File: config.mk
export PLATFORM = sky130hd
export DESIGN_NAME = byte_fifo_with_watermarks
export DESIGN_NICKNAME = d
export VERILOG_FILES = /design/src/hdl/bfw_pkg.sv /design/src/hdl/bfw_ctrl.sv /design/src/hdl/bfw_datapath.sv /design/src/hdl/byte_fifo_with_watermarks.sv
export SDC_FILE = /design/constraint.sdc
export NUM_CORES = 1
export LEC_CHECK = 0
export BUFFER_PORTS_ARGS = -buffer_cell sky130_fd_sc_hd__buf_2
export CORE_MARGIN = 2
export CORE_UTILIZATION = 61
export CTS_CLUSTER_DIAMETER = 200
export CTS_CLUSTER_SIZE = 20
export DETAILED_ROUTE_END_ITERATION = 16
export HOLD_SLACK_MARGIN = 0.15
export PLACE_DENSITY_LB_ADDON = 0.05
export SLEW_MARGIN = 10
export SYNTH_ARGS = -nofsm -noshare
export SYNTH_HDL_FRONTEND = slang
export SYNTH_SLANG_ARGS = --single-unit
File: constraint.sdc
create_clock -name clk -period 5.8 [get_ports clk]
set_input_delay 0.58 -clock clk [delete_from_list [all_inputs] [get_ports clk]]
set_output_delay 0.58 -clock clk [all_outputs]
set_load 0.02 [all_outputs]
File: src/hdl/bfw_pkg.sv
`timescale 1ns / 1ps
// Shared types and constants for the byte FIFO with watermarks.
// Used by bfw_ctrl, bfw_datapath and byte_fifo_with_watermarks; no dependencies.
package bfw_pkg;

	// Store geometry
	localparam int Depth = 64;
	localparam int AddrW = $clog2(Depth);
	localparam int SizeW = $clog2(Depth + 1);
	localparam int CmpW  = (SizeW > 7) ? SizeW : 7;

	// Configuration register
	localparam int          RingSizeW     = 7;
	localparam logic [6:0]  RingSizeReset = 7'd64;
	localparam int          MinRing       = 3;
	localparam logic        RegRingSize   = 1'b0;

	localparam logic [7:0]  NewlineByte   = 8'h0A;

	typedef enum logic [1:0] {
		REQ_PUSH  = 2'd0,
		REQ_POP   = 2'd1,
		REQ_PEEK  = 2'd2,
		REQ_CLEAR = 2'd3
	} req_t;

	typedef enum logic [1:0] {
		ST_IDLE,
		ST_POP_LOAD,
		ST_EMIT,
		ST_PEEK
	} state_t;

	// Controller to datapath
	typedef struct packed {
		logic push;
		logic pop;
		logic peek_none;
		logic peek_start;
		logic clear;
		logic load_oldest;
		logic emit_single;
		logic emit_peek;
	} cmd_t;

	// Datapath to controller
	typedef struct packed {
		logic count_zero;
		logic peek_none;
		logic peek_last;
		logic out_free;
	} status_t;

endpackage

File: src/hdl/bfw_ctrl.sv
`timescale 1ns / 1ps
// Request sequencer of the byte FIFO: accepts one request at a time and steps the datapath.
// Depends on bfw_pkg.
module bfw_ctrl (
	input  logic              clk,
	input  logic              arst_n,
	input  logic              in_valid,
	input  logic [1:0]        req_type,
	input  bfw_pkg::status_t  status,
	output logic              in_stall,
	output bfw_pkg::cmd_t     cmd
);

	bfw_pkg::state_t state_q;
	bfw_pkg::state_t state_next;
	bfw_pkg::req_t   req;

	assign req      = bfw_pkg::req_t'(req_type);
	assign in_stall = (state_q != bfw_pkg::ST_IDLE);

	// State register
	always_ff @(posedge clk or negedge arst_n) begin
		if (!arst_n) begin
			state_q <= bfw_pkg::ST_IDLE;
		end else begin
			state_q <= state_next;
		end
	end

	// Next state
	always_comb begin
		state_next = state_q;
		unique case (state_q)
			bfw_pkg::ST_IDLE: begin
				if (in_valid) begin
					unique case (req)
						bfw_pkg::REQ_POP: begin
							state_next = status.count_zero ? bfw_pkg::ST_EMIT
							                               : bfw_pkg::ST_POP_LOAD;
						end
						bfw_pkg::REQ_PEEK: begin
							state_next = status.peek_none ? bfw_pkg::ST_EMIT
							                              : bfw_pkg::ST_PEEK;
						end
						default: state_next = bfw_pkg::ST_EMIT;
					endcase
				end
			end
			bfw_pkg::ST_POP_LOAD: state_next = bfw_pkg::ST_EMIT;
			bfw_pkg::ST_EMIT: begin
				if (status.out_free) begin
					state_next = bfw_pkg::ST_IDLE;
				end
			end
			bfw_pkg::ST_PEEK: begin
				if (status.out_free && status.peek_last) begin
					state_next = bfw_pkg::ST_IDLE;
				end
			end
			default: state_next = bfw_pkg::ST_IDLE;
		endcase
	end

	// Datapath commands
	always_comb begin
		cmd = '0;
		unique case (state_q)
			bfw_pkg::ST_IDLE: begin
				if (in_valid) begin
					unique case (req)
						bfw_pkg::REQ_PUSH:  cmd.push = 1'b1;
						bfw_pkg::REQ_POP:   cmd.pop = 1'b1;
						bfw_pkg::REQ_PEEK: begin
							cmd.peek_none  = status.peek_none;
							cmd.peek_start = !status.peek_none;
						end
						bfw_pkg::REQ_CLEAR: cmd.clear = 1'b1;
						default: cmd = '0;
					endcase
				end
			end
			bfw_pkg::ST_POP_LOAD: cmd.load_oldest = 1'b1;
			bfw_pkg::ST_EMIT:     cmd.emit_single = status.out_free;
			bfw_pkg::ST_PEEK:     cmd.emit_peek = status.out_free;
			default: cmd = '0;
		endcase
	end

endmodule

File: src/hdl/bfw_datapath.sv
`timescale 1ns / 1ps
// Byte store, pointers, counters, status flags and result register of the byte FIFO.
// Depends on bfw_pkg; driven by commands from bfw_ctrl.
module bfw_datapath (
	input  logic                        clk,
	input  logic                        arst_n,
	input  bfw_pkg::cmd_t               cmd,
	output bfw_pkg::status_t            status,
	input  logic [7:0]                  data_in,
	input  logic [5:0]                  peek_count,
	input  logic                        cfg_wr,
	input  logic [bfw_pkg::RingSizeW-1:0] cfg_ring_size,
	output logic [bfw_pkg::RingSizeW-1:0] ring_size,
	input  logic                        out_stall,
	output logic                        out_valid,
	output logic                        accepted,
	output logic [7:0]                  data_out,
	output logic                        data_valid,
	output logic                        last,
	output logic [5:0]                  fill_count,
	output logic                        full_res,
	output logic                        empty_res,
	output logic                        high_water,
	output logic                        low_water,
	output logic                        has_line,
	output logic [7:0]                  oldest_byte,
	output logic [7:0]                  newest_byte
);

	localparam int AddrW = bfw_pkg::AddrW;
	localparam int CmpW  = bfw_pkg::CmpW;

	// Wrap a position inside the active size
	function automatic logic [AddrW-1:0] next_pos(input logic [AddrW-1:0] p,
	                                              input logic [CmpW-1:0] s);
		logic [CmpW-1:0] inc;
		inc = CmpW'(p) + CmpW'(1);
		return (inc >= s) ? '0 : AddrW'(inc);
	endfunction

	logic [7:0]                   mem [bfw_pkg::Depth];
	logic [7:0]                   rd_data_q;
	logic [bfw_pkg::RingSizeW-1:0] ring_size_q;
	logic [AddrW-1:0]             rd_ptr_q;
	logic [AddrW-1:0]             wr_ptr_q;
	logic [AddrW-1:0]             count_q;
	logic [AddrW-1:0]             nl_count_q;
	logic [7:0]                   last_pushed_q;
	logic [7:0]                   oldest_q;
	logic [AddrW-1:0]             peek_ptr_q;
	logic [AddrW-1:0]             remain_q;
	logic                         res_acc_q;
	logic [7:0]                   res_data_q;
	logic                         res_valid_q;
	logic                         out_valid_q;

	logic [CmpW-1:0]              ring_ext;
	logic [CmpW-1:0]              active;
	logic [CmpW-1:0]              count_ext;
	logic [CmpW-1:0]              peek_ext;
	logic [CmpW+1:0]              high_mark;
	logic                         can_push;
	logic                         do_push;
	logic                         do_pop;
	logic                         rd_en;
	logic [AddrW-1:0]             rd_addr;
	logic [AddrW-1:0]             peek_len;
	logic                         load_out;

	// Clamp the configured size into the supported range
	assign ring_ext  = CmpW'(ring_size_q);
	assign active    = (ring_ext < CmpW'(bfw_pkg::MinRing)) ? CmpW'(bfw_pkg::MinRing) :
	                   (ring_ext > CmpW'(bfw_pkg::Depth))   ? CmpW'(bfw_pkg::Depth) : ring_ext;
	assign count_ext = CmpW'(count_q);
	assign peek_ext  = CmpW'(peek_count);
	assign high_mark = ((CmpW + 2)'(active) * (CmpW + 2)'(3)) >> 2;

	assign can_push = (count_ext < (active - CmpW'(1)));
	assign do_push  = cmd.push && can_push;
	assign do_pop   = cmd.pop && (count_q != '0);
	assign peek_len = (peek_ext < count_ext) ? AddrW'(peek_ext) : count_q;
	assign load_out = cmd.emit_single || cmd.emit_peek;

	assign status.count_zero = (count_q == '0);
	assign status.peek_none  = (peek_count == '0) || (count_q == '0);
	assign status.peek_last  = (remain_q == AddrW'(1));
	assign status.out_free   = !out_valid_q || !out_stall;

	assign ring_size = ring_size_q;

	// Read address: head successor on pop, head on peek start, walk pointer afterwards
	always_comb begin
		rd_en   = do_pop || cmd.peek_start || (cmd.emit_peek && !status.peek_last);
		rd_addr = peek_ptr_q;
		if (cmd.pop) begin
			rd_addr = next_pos(rd_ptr_q, active);
		end else if (cmd.peek_start) begin
			rd_addr = rd_ptr_q;
		end
	end

	// Store write and registered read
	always_ff @(posedge clk) begin
		if (do_push) begin
			mem[wr_ptr_q] <= data_in;
		end
		if (rd_en) begin
			rd_data_q <= mem[rd_addr];
		end
	end

	// Pointers and counters
	always_ff @(posedge clk or negedge arst_n) begin
		if (!arst_n) begin
			ring_size_q   <= bfw_pkg::RingSizeReset;
			rd_ptr_q      <= '0;
			wr_ptr_q      <= '0;
			count_q       <= '0;
			nl_count_q    <= '0;
			last_pushed_q <= '0;
		end else if (cfg_wr) begin
			ring_size_q <= cfg_ring_size;
			rd_ptr_q    <= '0;
			wr_ptr_q    <= '0;
			count_q     <= '0;
			nl_count_q  <= '0;
		end else if (cmd.clear) begin
			rd_ptr_q   <= '0;
			wr_ptr_q   <= '0;
			count_q    <= '0;
			nl_count_q <= '0;
		end else if (do_push) begin
			wr_ptr_q      <= next_pos(wr_ptr_q, active);
			count_q       <= count_q + AddrW'(1);
			last_pushed_q <= data_in;
			if (data_in == bfw_pkg::NewlineByte) begin
				nl_count_q <= nl_count_q + AddrW'(1);
			end
		end else if (do_pop) begin
			rd_ptr_q <= next_pos(rd_ptr_q, active);
			count_q  <= count_q - AddrW'(1);
			if (oldest_q == bfw_pkg::NewlineByte && nl_count_q != '0) begin
				nl_count_q <= nl_count_q - AddrW'(1);
			end
		end
	end

	// Head byte copy: set on push into an empty store, refilled after pop
	always_ff @(posedge clk) begin
		if (do_push && count_q == '0) begin
			oldest_q <= data_in;
		end else if (cmd.load_oldest) begin
			oldest_q <= rd_data_q;
		end
	end

	// Peek walk
	always_ff @(posedge clk or negedge arst_n) begin
		if (!arst_n) begin
			peek_ptr_q <= '0;
			remain_q   <= '0;
		end else if (cmd.peek_start) begin
			peek_ptr_q <= next_pos(rd_ptr_q, active);
			remain_q   <= peek_len;
		end else if (cmd.emit_peek) begin
			peek_ptr_q <= next_pos(peek_ptr_q, active);
			remain_q   <= remain_q - AddrW'(1);
		end
	end

	// Hold the single-result fields of push, pop, clear and empty peek
	always_ff @(posedge clk) begin
		if (cmd.push) begin
			res_acc_q   <= can_push;
			res_data_q  <= '0;
			res_valid_q <= 1'b0;
		end else if (cmd.pop) begin
			res_acc_q   <= do_pop;
			res_data_q  <= do_pop ? oldest_q : 8'd0;
			res_valid_q <= do_pop;
		end else if (cmd.clear || cmd.peek_none) begin
			res_acc_q   <= 1'b1;
			res_data_q  <= '0;
			res_valid_q <= 1'b0;
		end
	end

	// Output beat valid
	always_ff @(posedge clk or negedge arst_n) begin
		if (!arst_n) begin
			out_valid_q <= 1'b0;
		end else if (load_out) begin
			out_valid_q <= 1'b1;
		end else if (!out_stall) begin
			out_valid_q <= 1'b0;
		end
	end

	// Output beat payload with status taken from the current store state
	always_ff @(posedge clk) begin
		if (load_out) begin
			accepted    <= cmd.emit_peek ? 1'b1 : res_acc_q;
			data_out    <= cmd.emit_peek ? rd_data_q : res_data_q;
			data_valid  <= cmd.emit_peek ? 1'b1 : res_valid_q;
			last        <= cmd.emit_peek ? status.peek_last : 1'b1;
			fill_count  <= 6'(count_q);
			full_res    <= (count_ext == (active - CmpW'(1)));
			empty_res   <= (count_q == '0);
			high_water  <= ((CmpW + 2)'(count_q) >= high_mark);
			low_water   <= (count_ext <= (active >> 2));
			has_line    <= (nl_count_q != '0);
			oldest_byte <= (count_q != '0) ? oldest_q : 8'd0;
			newest_byte <= (count_q != '0) ? last_pushed_q : 8'd0;
		end
	end

	assign out_valid = out_valid_q;

endmodule

File: src/hdl/byte_fifo_with_watermarks.sv
`timescale 1ns / 1ps
// Top level of the byte FIFO with watermarks: register port, sequencer and datapath.
// Depends on bfw_pkg, bfw_ctrl and bfw_datapath.

// Circular byte FIFO of up to 64 entries whose active size is set by the ring_size register
// (byte address 0, clamped to 3..64; capacity is one less). A write to ring_size empties the
// store. One request is worked at a time: push and clear pass through the result register
// and then the output register; a pop also passes through a registered store read that
// refreshes the head byte (skipped when the store is empty), and a peek returns its bytes
// from registered store reads. The next request is taken once the final result is in the
// output register, so a waiting result does not hold off input. Stalls on the output hold
// the sequencer until the output register is free.
module byte_fifo_with_watermarks (
	input  logic        clk,
	input  logic        arst_n,
	input  logic        psel,
	input  logic        penable,
	input  logic        pwrite,
	input  logic [2:0]  paddr,
	input  logic [31:0] pwdata,
	output logic [31:0] prdata,
	output logic        pready,
	input  logic        in_valid,
	output logic        in_stall,
	input  logic [1:0]  req_type,
	input  logic [7:0]  data_in,
	input  logic [5:0]  peek_count,
	output logic        out_valid,
	input  logic        out_stall,
	output logic        accepted,
	output logic [7:0]  data_out,
	output logic        data_valid,
	output logic        last,
	output logic [5:0]  fill_count,
	output logic        full_res,
	output logic        empty_res,
	output logic        high_water,
	output logic        low_water,
	output logic        has_line,
	output logic [7:0]  oldest_byte,
	output logic [7:0]  newest_byte
);

	bfw_pkg::cmd_t    cmd;
	bfw_pkg::status_t status;
	logic             cfg_wr;
	logic [bfw_pkg::RingSizeW-1:0] ring_size;

	// Register port: one word register, decoded on the word index
	assign pready = 1'b1;
	assign cfg_wr = psel && penable && pwrite && pready && (paddr[2] == bfw_pkg::RegRingSize);
	assign prdata = (paddr[2] == bfw_pkg::RegRingSize) ? 32'(ring_size) : 32'd0;

	bfw_ctrl u_ctrl (
		.clk      (clk),
		.arst_n   (arst_n),
		.in_valid (in_valid),
		.req_type (req_type),
		.status   (status),
		.in_stall (in_stall),
		.cmd      (cmd)
	);

	bfw_datapath u_datapath (
		.clk           (clk),
		.arst_n        (arst_n),
		.cmd           (cmd),
		.status        (status),
		.data_in       (data_in),
		.peek_count    (peek_count),
		.cfg_wr        (cfg_wr),
		.cfg_ring_size (pwdata[bfw_pkg::RingSizeW-1:0]),
		.ring_size     (ring_size),
		.out_stall     (out_stall),
		.out_valid     (out_valid),
		.accepted      (accepted),
		.data_out      (data_out),
		.data_valid    (data_valid),
		.last          (last),
		.fill_count    (fill_count),
		.full_res      (full_res),
		.empty_res     (empty_res),
		.high_water    (high_water),
		.low_water     (low_water),
		.has_line      (has_line),
		.oldest_byte   (oldest_byte),
		.newest_byte   (newest_byte)
	);

	// One request at a time: input is held off right after a beat is taken
	assert property (@(posedge clk) disable iff (!arst_n)
		(in_valid && !in_stall) |=> in_stall)
		else $error("input taken on two consecutive cycles");

	// Full and empty never coincide, the active size is at least three
	assert property (@(posedge clk) disable iff (!arst_n)
		out_valid |-> !(full_res && empty_res))
		else $error("full and empty reported together");

	// A result that carries a byte was an accepted operation
	assert property (@(posedge clk) disable iff (!arst_n)
		(out_valid && data_valid) |-> accepted)
		else $error("data valid on a refused request");

	// Only peek results come before the final one, and each carries a byte
	assert property (@(posedge clk) disable iff (!arst_n)
		(out_valid && !last) |-> (data_valid && !empty_res))
		else $error("non-final result without a stored byte");

endmodule

### Word level (Yosys, flattened, before mapping)

Memories as Yosys holds them, arrays and structs flattened. A register that Yosys moved wholly into a read port is not among the register bits.
Index checks and enable logic that the tools add are counted.

* bits in writable memories: 512
* logic and storage cells: 164
* bits of input ports: 58
* bits in registers: 110
* output and inout port bits: 73
* memories kept: 1

Memory list
* u_datapath.mem: words 64, bits a word 8, read ports 1, clocked after memory_dff 1, wr ports 1, RTL line bfw_datapath.sv:41 `logic [7:0] mem [bfw_pkg::Depth];`

* reduce and logical (&&, ||, !) cells: 38
* multipliers: 1
* multiplexer cells: 61
* add/subtract/negate cells: 9
* equality and inequality tests: 16
* magnitude comparators: 9
* bitwise logic cells: 3

Operators with widths (number)
* $mux 6: 27
* $mux 8: 7
* $add 6x1->7 const B: 3
* $ge 7x7->1: 3
* $mux 7: 3
* $sub 6x1->6 const B: 3
* $eq 8x4->1 const B: 2
* $mux 1: 13
* $add 6x1->6 const B: 2
* $logic_not 6->1: 2
* $reduce_bool 6->1: 2
* $mux 2: 5
* $logic_and 1x1->1: 9
* $mul 7x2->9 const B: 1
* $reduce_and 3->1: 3
* $reduce_bool 3->1: 3
* $eq 2x2->1 const B: 4
* $pmux 2 s4: 1
* $reduce_bool 2->1: 4
* $reduce_bool 4->1: 2
* $eq 6x7->1: 1
* $ge 6x7->1: 1
* $gt 7x7->1 const B: 1
* $lt 6x7->1: 1
* other kinds (18): 34

### Logic depth before layout (Yosys ltp)

Gate-level depths: netlist (run 1).

* depth in word-level cells: 11
* gate-level depth with buffers: 22
* mapped depth without buffers: 22

### By module

A second synthesis (run 1) with hierarchy kept.

* cells, all modules: 2245
* area, all modules: 27884.2 µm²

Modules (own cells, without submodules)
* bfw_datapath: area an instance 27367.5 µm², cells an instance 2177, seq. area each 18509.0 µm², instances 1
* byte_fifo_with_watermarks: area an instance 274.0 µm², cells an instance 36, seq. area each 0.0 µm², instances 1
* bfw_ctrl: area an instance 242.7 µm², cells an instance 32, seq. area each 50.0 µm², instances 1

### Worst setup path before layout (run 1)

No wires, ideal clock.

* path type: flip-flop to flip-flop
* start point: register u_datapath.ring_size_q (netlist bit u_datapath.ring_size[5])
* end point: memory u_datapath.mem[40][0], enable pin
* setup time: 371 ps
* stages on the path, launching flop included: 15
* arrival time: 3900 ps
* required time: 5429 ps
* buffers on the path: 1
* path slack: 1529 ps
* clock period less this slack: 4271 ps
* cell sequence: dfrtp_1 nor4_1 o21ai_0 inv_1 ha_1 ha_1 nor2b_1 o21ai_0 a21oi_1 o31ai_1 nand3_1 inv_1 clkbuf_1 nand4b_1 nor2_1

* word-level cells in the longest chain between the ends: 8
* elaborated cells on any way between the ends: 9
* classes of those cells: add/sub (1); order compare (3); mux (4); reduce/logical (1)

RTL lines
* from (decl): RTL line bfw_datapath.sv:43 `logic [bfw_pkg::RingSizeW-1:0] ring_size_q;`
* from (signal assigned): RTL line bfw_datapath.sv:115 `ring_size_q <= bfw_pkg::RingSizeReset;`
* from (signal assigned): RTL line bfw_datapath.sv:122 `ring_size_q <= cfg_ring_size;`
* $gt 7x7->1: RTL line bfw_datapath.sv:73 `(ring_ext > CmpW'(bfw_pkg::Depth)) ? CmpW'(bfw_pkg::Depth) : ring_ext;`
* $mux 7: RTL line bfw_datapath.sv:73
* $mux 7 (*): RTL line bfw_datapath.sv:72 `assign active = (ring_ext < CmpW'(bfw_pkg::MinRing)) ? CmpW'(bfw_pkg::MinRing) :`
* $sub 7x1->7 (*): RTL line bfw_datapath.sv:78 `assign can_push = (count_ext < (active - CmpW'(1)));`
* $lt 6x7->1 (*): RTL line bfw_datapath.sv:78
* $logic_and 1x1->1 (*): RTL line bfw_datapath.sv:79 `assign do_push = cmd.push && can_push;`
* $mux 1 (*): RTL line bfw_datapath.sv:104 `if (do_push) begin`
* $mux 1 (implied by the code) (*): RTL line bfw_datapath.sv:105 `mem[wr_ptr_q] <= data_in;`
* to (decl): RTL line bfw_datapath.sv:41

Mark *: on every way between the ends. The rest lies on a longest branch, timed or not.

### Worst setup path in the final report (run 1)

* start point: register u_datapath.rd_ptr_q[0]
* end point: register u_datapath.rd_data_q[1], read port of u_datapath.mem, data pin

* word-level cells in the longest chain between the ends: 4
* elaborated cells on any way between the ends: 5
* classes of those cells: add/sub (1); order compare (1); mux (3)

RTL lines
* from (decl): RTL line bfw_datapath.sv:44 `logic [AddrW-1:0] rd_ptr_q;`
* from (signal assigned): RTL line bfw_datapath.sv:140 `rd_ptr_q <= next_pos(rd_ptr_q, active);`
* $add 6x1->7: RTL line bfw_datapath.sv:37 `inc = CmpW'(p) + CmpW'(1);`
* $ge 7x7->1: RTL line bfw_datapath.sv:38 `return (inc >= s) ? '0 : AddrW'(inc);`
* $mux 6: RTL line bfw_datapath.sv:38
* $mux 6 (*): RTL line bfw_datapath.sv:95 `if (cmd.pop) begin`
* to (decl): RTL line bfw_datapath.sv:42 `logic [7:0] rd_data_q;`

Marked as above.
A chain may end at the register's enable or synchronous reset.

==> results of run 1 <==
## Yosys cell counts, drive strengths merged (12+ instances only)
cell type  instances
buf               89
and2              20
edfxtp           567
a211oi            12
nor2b             18
nor2             111
clkbuf            54
a21oi             83
a21o              18
a22o              28
xnor2             22
mux2i             59
nand2b            12
xor2              14
nand2            462
o21ai             33
nand3            130
nor4              32
mux2              25
dfrtp             53
ha                74
and3              63
a311oi            36
inv               36
a22oi             16
## state kept, by name, summed over array words and instances (netlist names), 7 cells and up
register and cells:
u_datapath.mem 512, u_datapath.last_pushed_q 8, u_datapath.oldest_byte 8, u_datapath.data_out 8, u_datapath.res_data_q 8, u_datapath.newest_byte 8, u_datapath.ring_size 7, u_datapath.oldest_q 8
u_datapath.rd_data_q 8
## cells by family (layout without fill, tap and decap cells)
group                    count (synthesis)  in the layout  share of synthesized area (%)
buffers and inverters                  179            265                           3.09
adder cells (fa/ha/maj)                 77             77                           3.56
multiplexers                            84             84                           3.15
AO/OA/AOI/OAI                          286            286                           7.27
XOR/XNOR                                36             36                           1.14
flip-flops                             630            630                           67.0
other                                    2             26                         0.0271
AND/OR/NAND/NOR                        895            895                           14.7
## worst paths after layout
path                                              from                          end  slack, ns  cells after the start
worst max-delay path            u_datapath.rd_ptr_q[0]      u_datapath.rd_data_q[1]       0.69                     14
worst min-delay path                            arst_n      u_datapath.ring_size[2]       0.14                      2
worst max register to register  u_datapath.rd_ptr_q[0]      u_datapath.rd_data_q[1]       0.69                     14
worst min register to register  u_datapath.res_valid_q       u_datapath.res_valid_q       0.48                      1
max in group asynchronous                       arst_n  u_datapath.last_pushed_q[1]       5.13                      2
min in group clk                             pwdata[2]      u_datapath.ring_size[2]       0.22                      2
## stage by stage
step                      instance area (um2)  hold slack [ns]  instances
final                                   30100            0.135       2899
after global routing                    30100            0.186       2899
after CTS                               30100            0.152       2899
after detailed placement                29100            0.451       2846
after global placement                  29100            0.429       2846
after floorplan                         27800            0.284       2213
## area by class of cell
type / count / area [um2]
multi-input combinational: 1404 / 8400
clock buffer: 49 / 971
clock inverter: 4 / 48.8
timing repair buffer: 176 / 1200
tap: 600 / 751
inverter: 36 / 135
fill: 3348 / 15000
sequential: 630 / 18600
## routing by layer
layer  up-vias  share of wire (%)  track usage (%)
met1      8640                 42             40.1
met3       123                6.9             3.28
met5         -                  0                0
met2       718                 48             46.2
li1       8150                  -                -
met4         0                3.7             10.7
## power by group
| group | total [mW] | internal, mW | leakage [nW] | switching, mW |
|---|---|---|---|---|
| clock | 2.63 | 1.19 | 0.495 | 1.43 |
| combinational | 5.06 | 1.79 | 4.83 | 3.27 |
| sequential | 5.58 | 5.37 | 5.88 | 0.209 |
| total | 13.3 | 8.34 | 11.2 | 4.92 |
## worst reg2reg max path: stages, from the launching register on
cell and delay, ns:
dfrtp_1 0.51, ha_1 0.33, and3_1 0.26, and3_1 0.22
ha_1 0.31, inv_1 0.05, o21ai_0 0.39, a2111o_1 0.21
and3_4 0.66, buf_4 0.52, nand2_1 0.11, and3_1 0.18
a311oi_1 0.40, nor4_1 0.17, nor4_1 0.50
==> results by group, run 1 <==
Critical path
  • Crit end category: flop
  • Slowest CP cell: and3_4
  • Startpoint class of the critical path: flop
  • CP max FO: 48
  • Worst path cell trace: ha_1 -> and3_1 -> and3_1 -> ha_1 -> inv_1 -> o21ai_0 -> a2111o_1 -> and3_4 -> buf_4 -> nand2_1 -> and3_1 -> a311oi_1 -> nor4_1 -> nor4_1
  • Most used cell, CP: and3_1
  • Critical path data arrival time: roughly 5.4 ns
  • Delay of the slowest critical-path stage: 0.66 ns
  • Crit path kind: flop to flop
  • CP top delay family: simple AND/OR/NAND/NOR gates
  • WP data required: just over 6 ns
  • WP buf/inv: 2

Worst hold path
  • Hold WC Path Type: input pin to async pin

Logic synthesis
  • Ranking of synthesized cells by area: edfxtp_1, nand2_1, dfrtp_1
  • Dominant cell type by area after synthesis: edfxtp_1
  • Yosys cell types: between 60 and 70
  • Synth top area share: 61.5%
  • Post-synthesis register bit count: 630
  • EDFF count, synth: 567
  • Sequential area share after synthesis: about 67%
  • Synth warnings: 0
  • Main flop type after synthesis: edfxtp_1
  • Post-Syn Instances: 2,189
  • Post-Syn Area: between 0.02 and 0.03 mm2
  • Syn avg cell area: roughly 13 um2
  • Ys async rst share: 8.57%

Routing
  • WL/cell: between 20 and 25 um
  • DRC marker count from the first detailed-route iteration: just over 2,000
  • Via count: 17,600
  • Pre-Repair DR Iteration Count: 5
  • DR DRC count: 0
  • Routed Antenna Nets: 0
  • WL final: 66.6 mm
  • Via/cell ratio: roughly 6.1

Floorplan
  • Die height: roughly 220 um
  • Die area: roughly 0.047 mm2
  • Row cnt: between 70 and 80
  • Io pins: about 130
  • Core box area: approximately 0.045 mm2
  • Initial Utilization: between 60% and 70%
  • Die extent in x: ~220 um

Clock network
  • CTS buffer count: 37
  • Clk root buf: clkbuf_16
  • Post_cts resized: 0
  • CTS sink count: 630
  • Worst skew pair latency: 0.59 ns
  • Cts hold-fix bufs: 0
  • Postcts setup bufs: 0
  • CTS tree: yes
  • H-tree lvl count: 2
  • Max clock buf depth: 3
  • Clock-pin slew on the worst setup and hold paths: roughly 0.090 ns

Placement
  • Post-DP HPWL: between 40 and 50 mm
  • Place WS: just over 0.7 ns
  • RD Place Congestion: 0.880
  • # port buffers: 77

Cells and area
  • Most common cell after layout, fill and taps aside: edfxtp_1
  • Most frequent cells in the layout: edfxtp_1, nand2_1, nand3_1
  • Antenna diodes: 0
  • Area delta synth->final: 8.59%
  • Layout cells sized above 1: approximately 11%
  • Final core utilization: 66.7%
  • Nets@finish: 2,420

Global routing
  • Tot GR Track Use: 28.5%
  • Initial antenna violation count: 1
  • Vias in the first global route: 17,000
  • Largest net degree at the start of global routing: 80
  • First-pass GRT wire length: between 100 and 150 mm
  • Total grt overflow: 0

STA
  • Post-route minimum period: a little over 5 ns
  • Worst slew pin tran: between 1 and 1.5 ns
  • Crit share post-route: between 80% and 90%
  • F_max: approximately 200 MHz
  • Final setup margin: 0.685 ns
  • Max_slew headroom: 25.0%
  • Finish-stage setup viols: 0
  • Final clock skew: between 0.015 and 0.02 ns
  • Sum Neg Setup Slack: 0 ns
  • Slew Viols, Final: 0
  • Hold Vio Cnt, Final: 0
  • RSZ-0062 raised after global routing: no

Status
  • Run status: completed

Power
  • Leakage power: 11.2 nW
  • Pwr Density: around 440 mW/mm2
  • IR drop worst, VDD: 0.332 mV
  • Overall Power: 13.3 mW

Run
  • Max Cap Violations: 0
Power figures use the tool's default switching activity.
==> inputs of run 2 (changes only) <==
--- a/config.mk
+++ b/config.mk
@@ -7,7 +7,7 @@
 export LEC_CHECK = 0
 export BUFFER_PORTS_ARGS = -buffer_cell sky130_fd_sc_hd__buf_2
 export CORE_MARGIN = 2
-export CORE_UTILIZATION = 61
+export CORE_UTILIZATION = 50
 export CTS_CLUSTER_DIAMETER = 200
 export CTS_CLUSTER_SIZE = 20
 export DETAILED_ROUTE_END_ITERATION = 16
==> results by group, run 2 (synthesized netlist as in run 1, its figures left out) <==
Status
  • Run status: completed (unchanged)

STA
  • F_max: 193 MHz (was 196 MHz)
  • Max_slew headroom: 28.1% (was 25.0%)
  • Final clock skew: 0.0283 ns (was 0.0189 ns)
  • Crit share post-route: 89.5% (was 88.2%)
  • Hold Vio Cnt, Final: 0 (unchanged)
  • Worst slew pin tran: 1.07 ns (was 1.11 ns)
  • Post-route minimum period: 5.19 ns (was 5.11 ns)
  • Finish-stage setup viols: 0 (unchanged)
  • Sum Neg Setup Slack: 0 ns (unchanged)
  • RSZ-0062 raised after global routing: no (unchanged)
  • Slew Viols, Final: 0 (unchanged)

Critical path
  • CP max FO: 50 (was 48)
  • Worst path cell trace: ha_1 -> and3_1 -> xnor2_1 -> ha_1 -> a41oi_1 -> o21ai_0 -> a21o_1 -> o32ai_2 -> a211o_2 -> buf_4 -> a311oi_1 -> nor4_1 -> nor4_1 (was ha_1 -> and3_1 -> and3_1 -> ha_1 -> inv_1 -> o21ai_0 -> a2111o_1 -> and3_4 -> buf_4 -> nand2_1 -> and3_1 -> a311oi_1 -> nor4_1 -> nor4_1)
  • CP top delay family: compound AO/OA/AOI/OAI gates (was simple AND/OR/NAND/NOR gates)
  • Slowest CP cell: nor4_1 (was and3_4)
  • Crit path kind: flop to flop (unchanged)
  • WP data required: 6.10 ns (about the same)
  • Critical path data arrival time: 5.49 ns (was 5.42 ns)
  • WP buf/inv: 1 (was 2)
  • Delay of the slowest critical-path stage: 0.70 ns (was 0.66 ns)
  • Crit end category: flop (unchanged)
  • Startpoint class of the critical path: flop (unchanged)

Cells and area
  • Final core utilization: 54.8% (was 66.7%)
  • Area delta synth->final: 8.69% (was 8.59%)
  • Antenna diodes: 0 (unchanged)
  • Largest Register: u_datapath.mem (unchanged)
  • Multi-input logic area: 0.00840 mm2 (unchanged)
  • Nets@finish: 2,411 (was 2,420)
  • Most common cell after layout, fill and taps aside: edfxtp_1 (unchanged)
  • Most frequent cells in the layout: edfxtp_1, nand2_1, nand3_1 (unchanged)
  • Register area: 0.0186 mm2 (unchanged)
  • Layout cells sized above 1: 11.1% (was 11.5%)
  • Number of fill cells: 4,628 (was 3,348)
  • Max FFs per register: 512 (unchanged)

Power
  • P_sw: 4.99 mW (was 4.92 mW)
  • Flop pwr share: 41.9% (was 42.1%)
  • Pwr Density: 443 mW/mm2 (was 441 mW/mm2)
  • Overall Power: 13.3 mW (about the same)
  • Switching Share: 37.4% (was 37.1%)
  • Combinational fraction of design power: 38.2% (was 38.1%)
  • IR drop worst, VDD: 0.265 mV (was 0.332 mV)
  • Leakage power: 11.1 nW (was 11.2 nW)
  • Internal: 8.35 mW (was 8.34 mW)
  • Clock share of power: 19.9% (was 19.8%)

Routing
  • DRC marker count from the first detailed-route iteration: 1,571 (was 2,036)
  • DR DRC count: 0 (unchanged)
  • Routed Antenna Nets: 0 (unchanged)
  • WL final: 70.2 mm (was 66.6 mm)
  • Pre-Repair DR Iteration Count: 5 (unchanged)
  • Via count: 17,500 (was 17,600)
  • WL/cell: 23.4 um (was 23.0 um)
  • Via/cell ratio: 5.84 (was 6.08)

Clock network
  • Clock-pin slew on the worst setup and hold paths: 0.10 ns (was 0.09 ns)
  • CTS sink count: 630 (unchanged)
  • Clk root buf: clkbuf_16 (unchanged)
  • H-tree lvl count: 2 (unchanged)
  • CTS tree: yes (unchanged)
  • Worst skew pair latency: 0.60 ns (was 0.59 ns)
  • CTS buffer count: 37 (unchanged)
  • Postcts setup bufs: 0 (unchanged)
  • Max clock buf depth: 3 (unchanged)

Floorplan
  • Core box area: 0.0549 mm2 (was 0.0451 mm2)
  • Io pins: 131 (unchanged)
  • Die area: 0.0573 mm2 (was 0.0471 mm2)
  • Initial Utilization: 50.5% (was 61.4%)
  • Die height: 239 um (was 217 um)
  • Row cnt: 86 (was 78)
  • Die extent in x: 239 um (was 217 um)

Global routing
  • Initial antenna violation count: 1 (unchanged)
  • Vias in the first global route: 16,800 (was 17,000)
  • First-pass GRT wire length: 105 mm (was 101 mm)
  • Total grt overflow: 0 (unchanged)
  • Largest net degree at the start of global routing: 68 (was 80)
  • Tot GR Track Use: 24.6% (was 28.5%)

Worst hold path
  • Hold WC Path Type: input pin to flop (was input pin to async pin)

Run
  • Max Cap Violations: 0 (unchanged)

Placement
  • RD Place Congestion: 0.860 (was 0.880)
  • Post-DP HPWL: 45.0 mm (was 42.2 mm)
  • # port buffers: 77 (unchanged)
[run 2: area by class of cell]
| type | instances | area share [%] |
|---|---|---|
| Sequential cell | 630 | 61.7 |
| Multi-Input combinational cell | 1404 | 27.9 |
| Timing Repair Buffer | 167 | 3.66 |
| Clock buffer | 49 | 3.23 |
| Tap cell | 704 | 2.93 |
| Inverter | 36 | 0.449 |
| Clock inverter | 4 | 0.162 |
[run 2: worst paths after layout]
path | from | depth (start not counted) | slack (ns) | endpoint
setup / recovery | u_datapath.rd_ptr_q[0] | 13 | 0.61 | u_datapath.rd_data_q[1]
hold / removal | pwdata[6] | 2 | 0.21 | u_datapath.ring_size[6]
setup reg to reg | u_datapath.rd_ptr_q[0] | 13 | 0.61 | u_datapath.rd_data_q[1]
hold reg to reg | u_datapath.res_valid_q | 1 | 0.46 | u_datapath.res_valid_q
max in group asynchronous | arst_n | 3 | 4.59 | u_datapath.last_pushed_q[2]
min in group asynchronous | arst_n | 3 | 0.65 | u_datapath.count_q[5]
[run 2: routing by layer]
| metal | vias up | wire length (um) | track usage (%) | part of all wire (%) |
|---|---|---|---|---|
| li1 | 8133 | - | - | - |
| met1 | 8757 | 31100 | 34.8 | 44 |
| met2 | 512 | 33400 | 40.4 | 48 |
| met3 | 92 | 3840 | 2.93 | 5.5 |
| met4 | 0 | 1800 | 6.91 | 2.6 |
| met5 | - | 0 | 0 | 0 |
[run 2: through the flow]
stage	worst slack [ns]	std cells	hold WS [ns]	area, um2
floorplan	1.53	2213	0.284	27800
global placement	0.757	2940	0.431	29100
detailed placement	0.710	2940	0.441	29100
CTS	0.633	2994	0.183	30100
global route	0.224	2994	0.202	30100
finish	0.611	2994	0.208	30100
[run 2: power groups by stage]
| stage | clock (mW) | combinational [mW] | sequential (mW) |
|---|---|---|---|
| final | 2.66 | 5.09 | 5.59 |
| after CTS | 2.71 | 5.10 | 5.59 |
| after detailed placement | 0 | 5.08 | 5.69 |
| after floorplan | 0 | 3.36 | 5.78 |
| after global routing | 2.85 | 5.60 | 5.63 |
| after global placement | 0 | 5.00 | 5.69 |
[run 2: timing repair]
action | CTS | global route
endpoints found under the setup margin | 0 | 0
endpoints found under the hold margin | 9 | 0
resized for setup | 0 | 0
hold buffers | 1 | 0
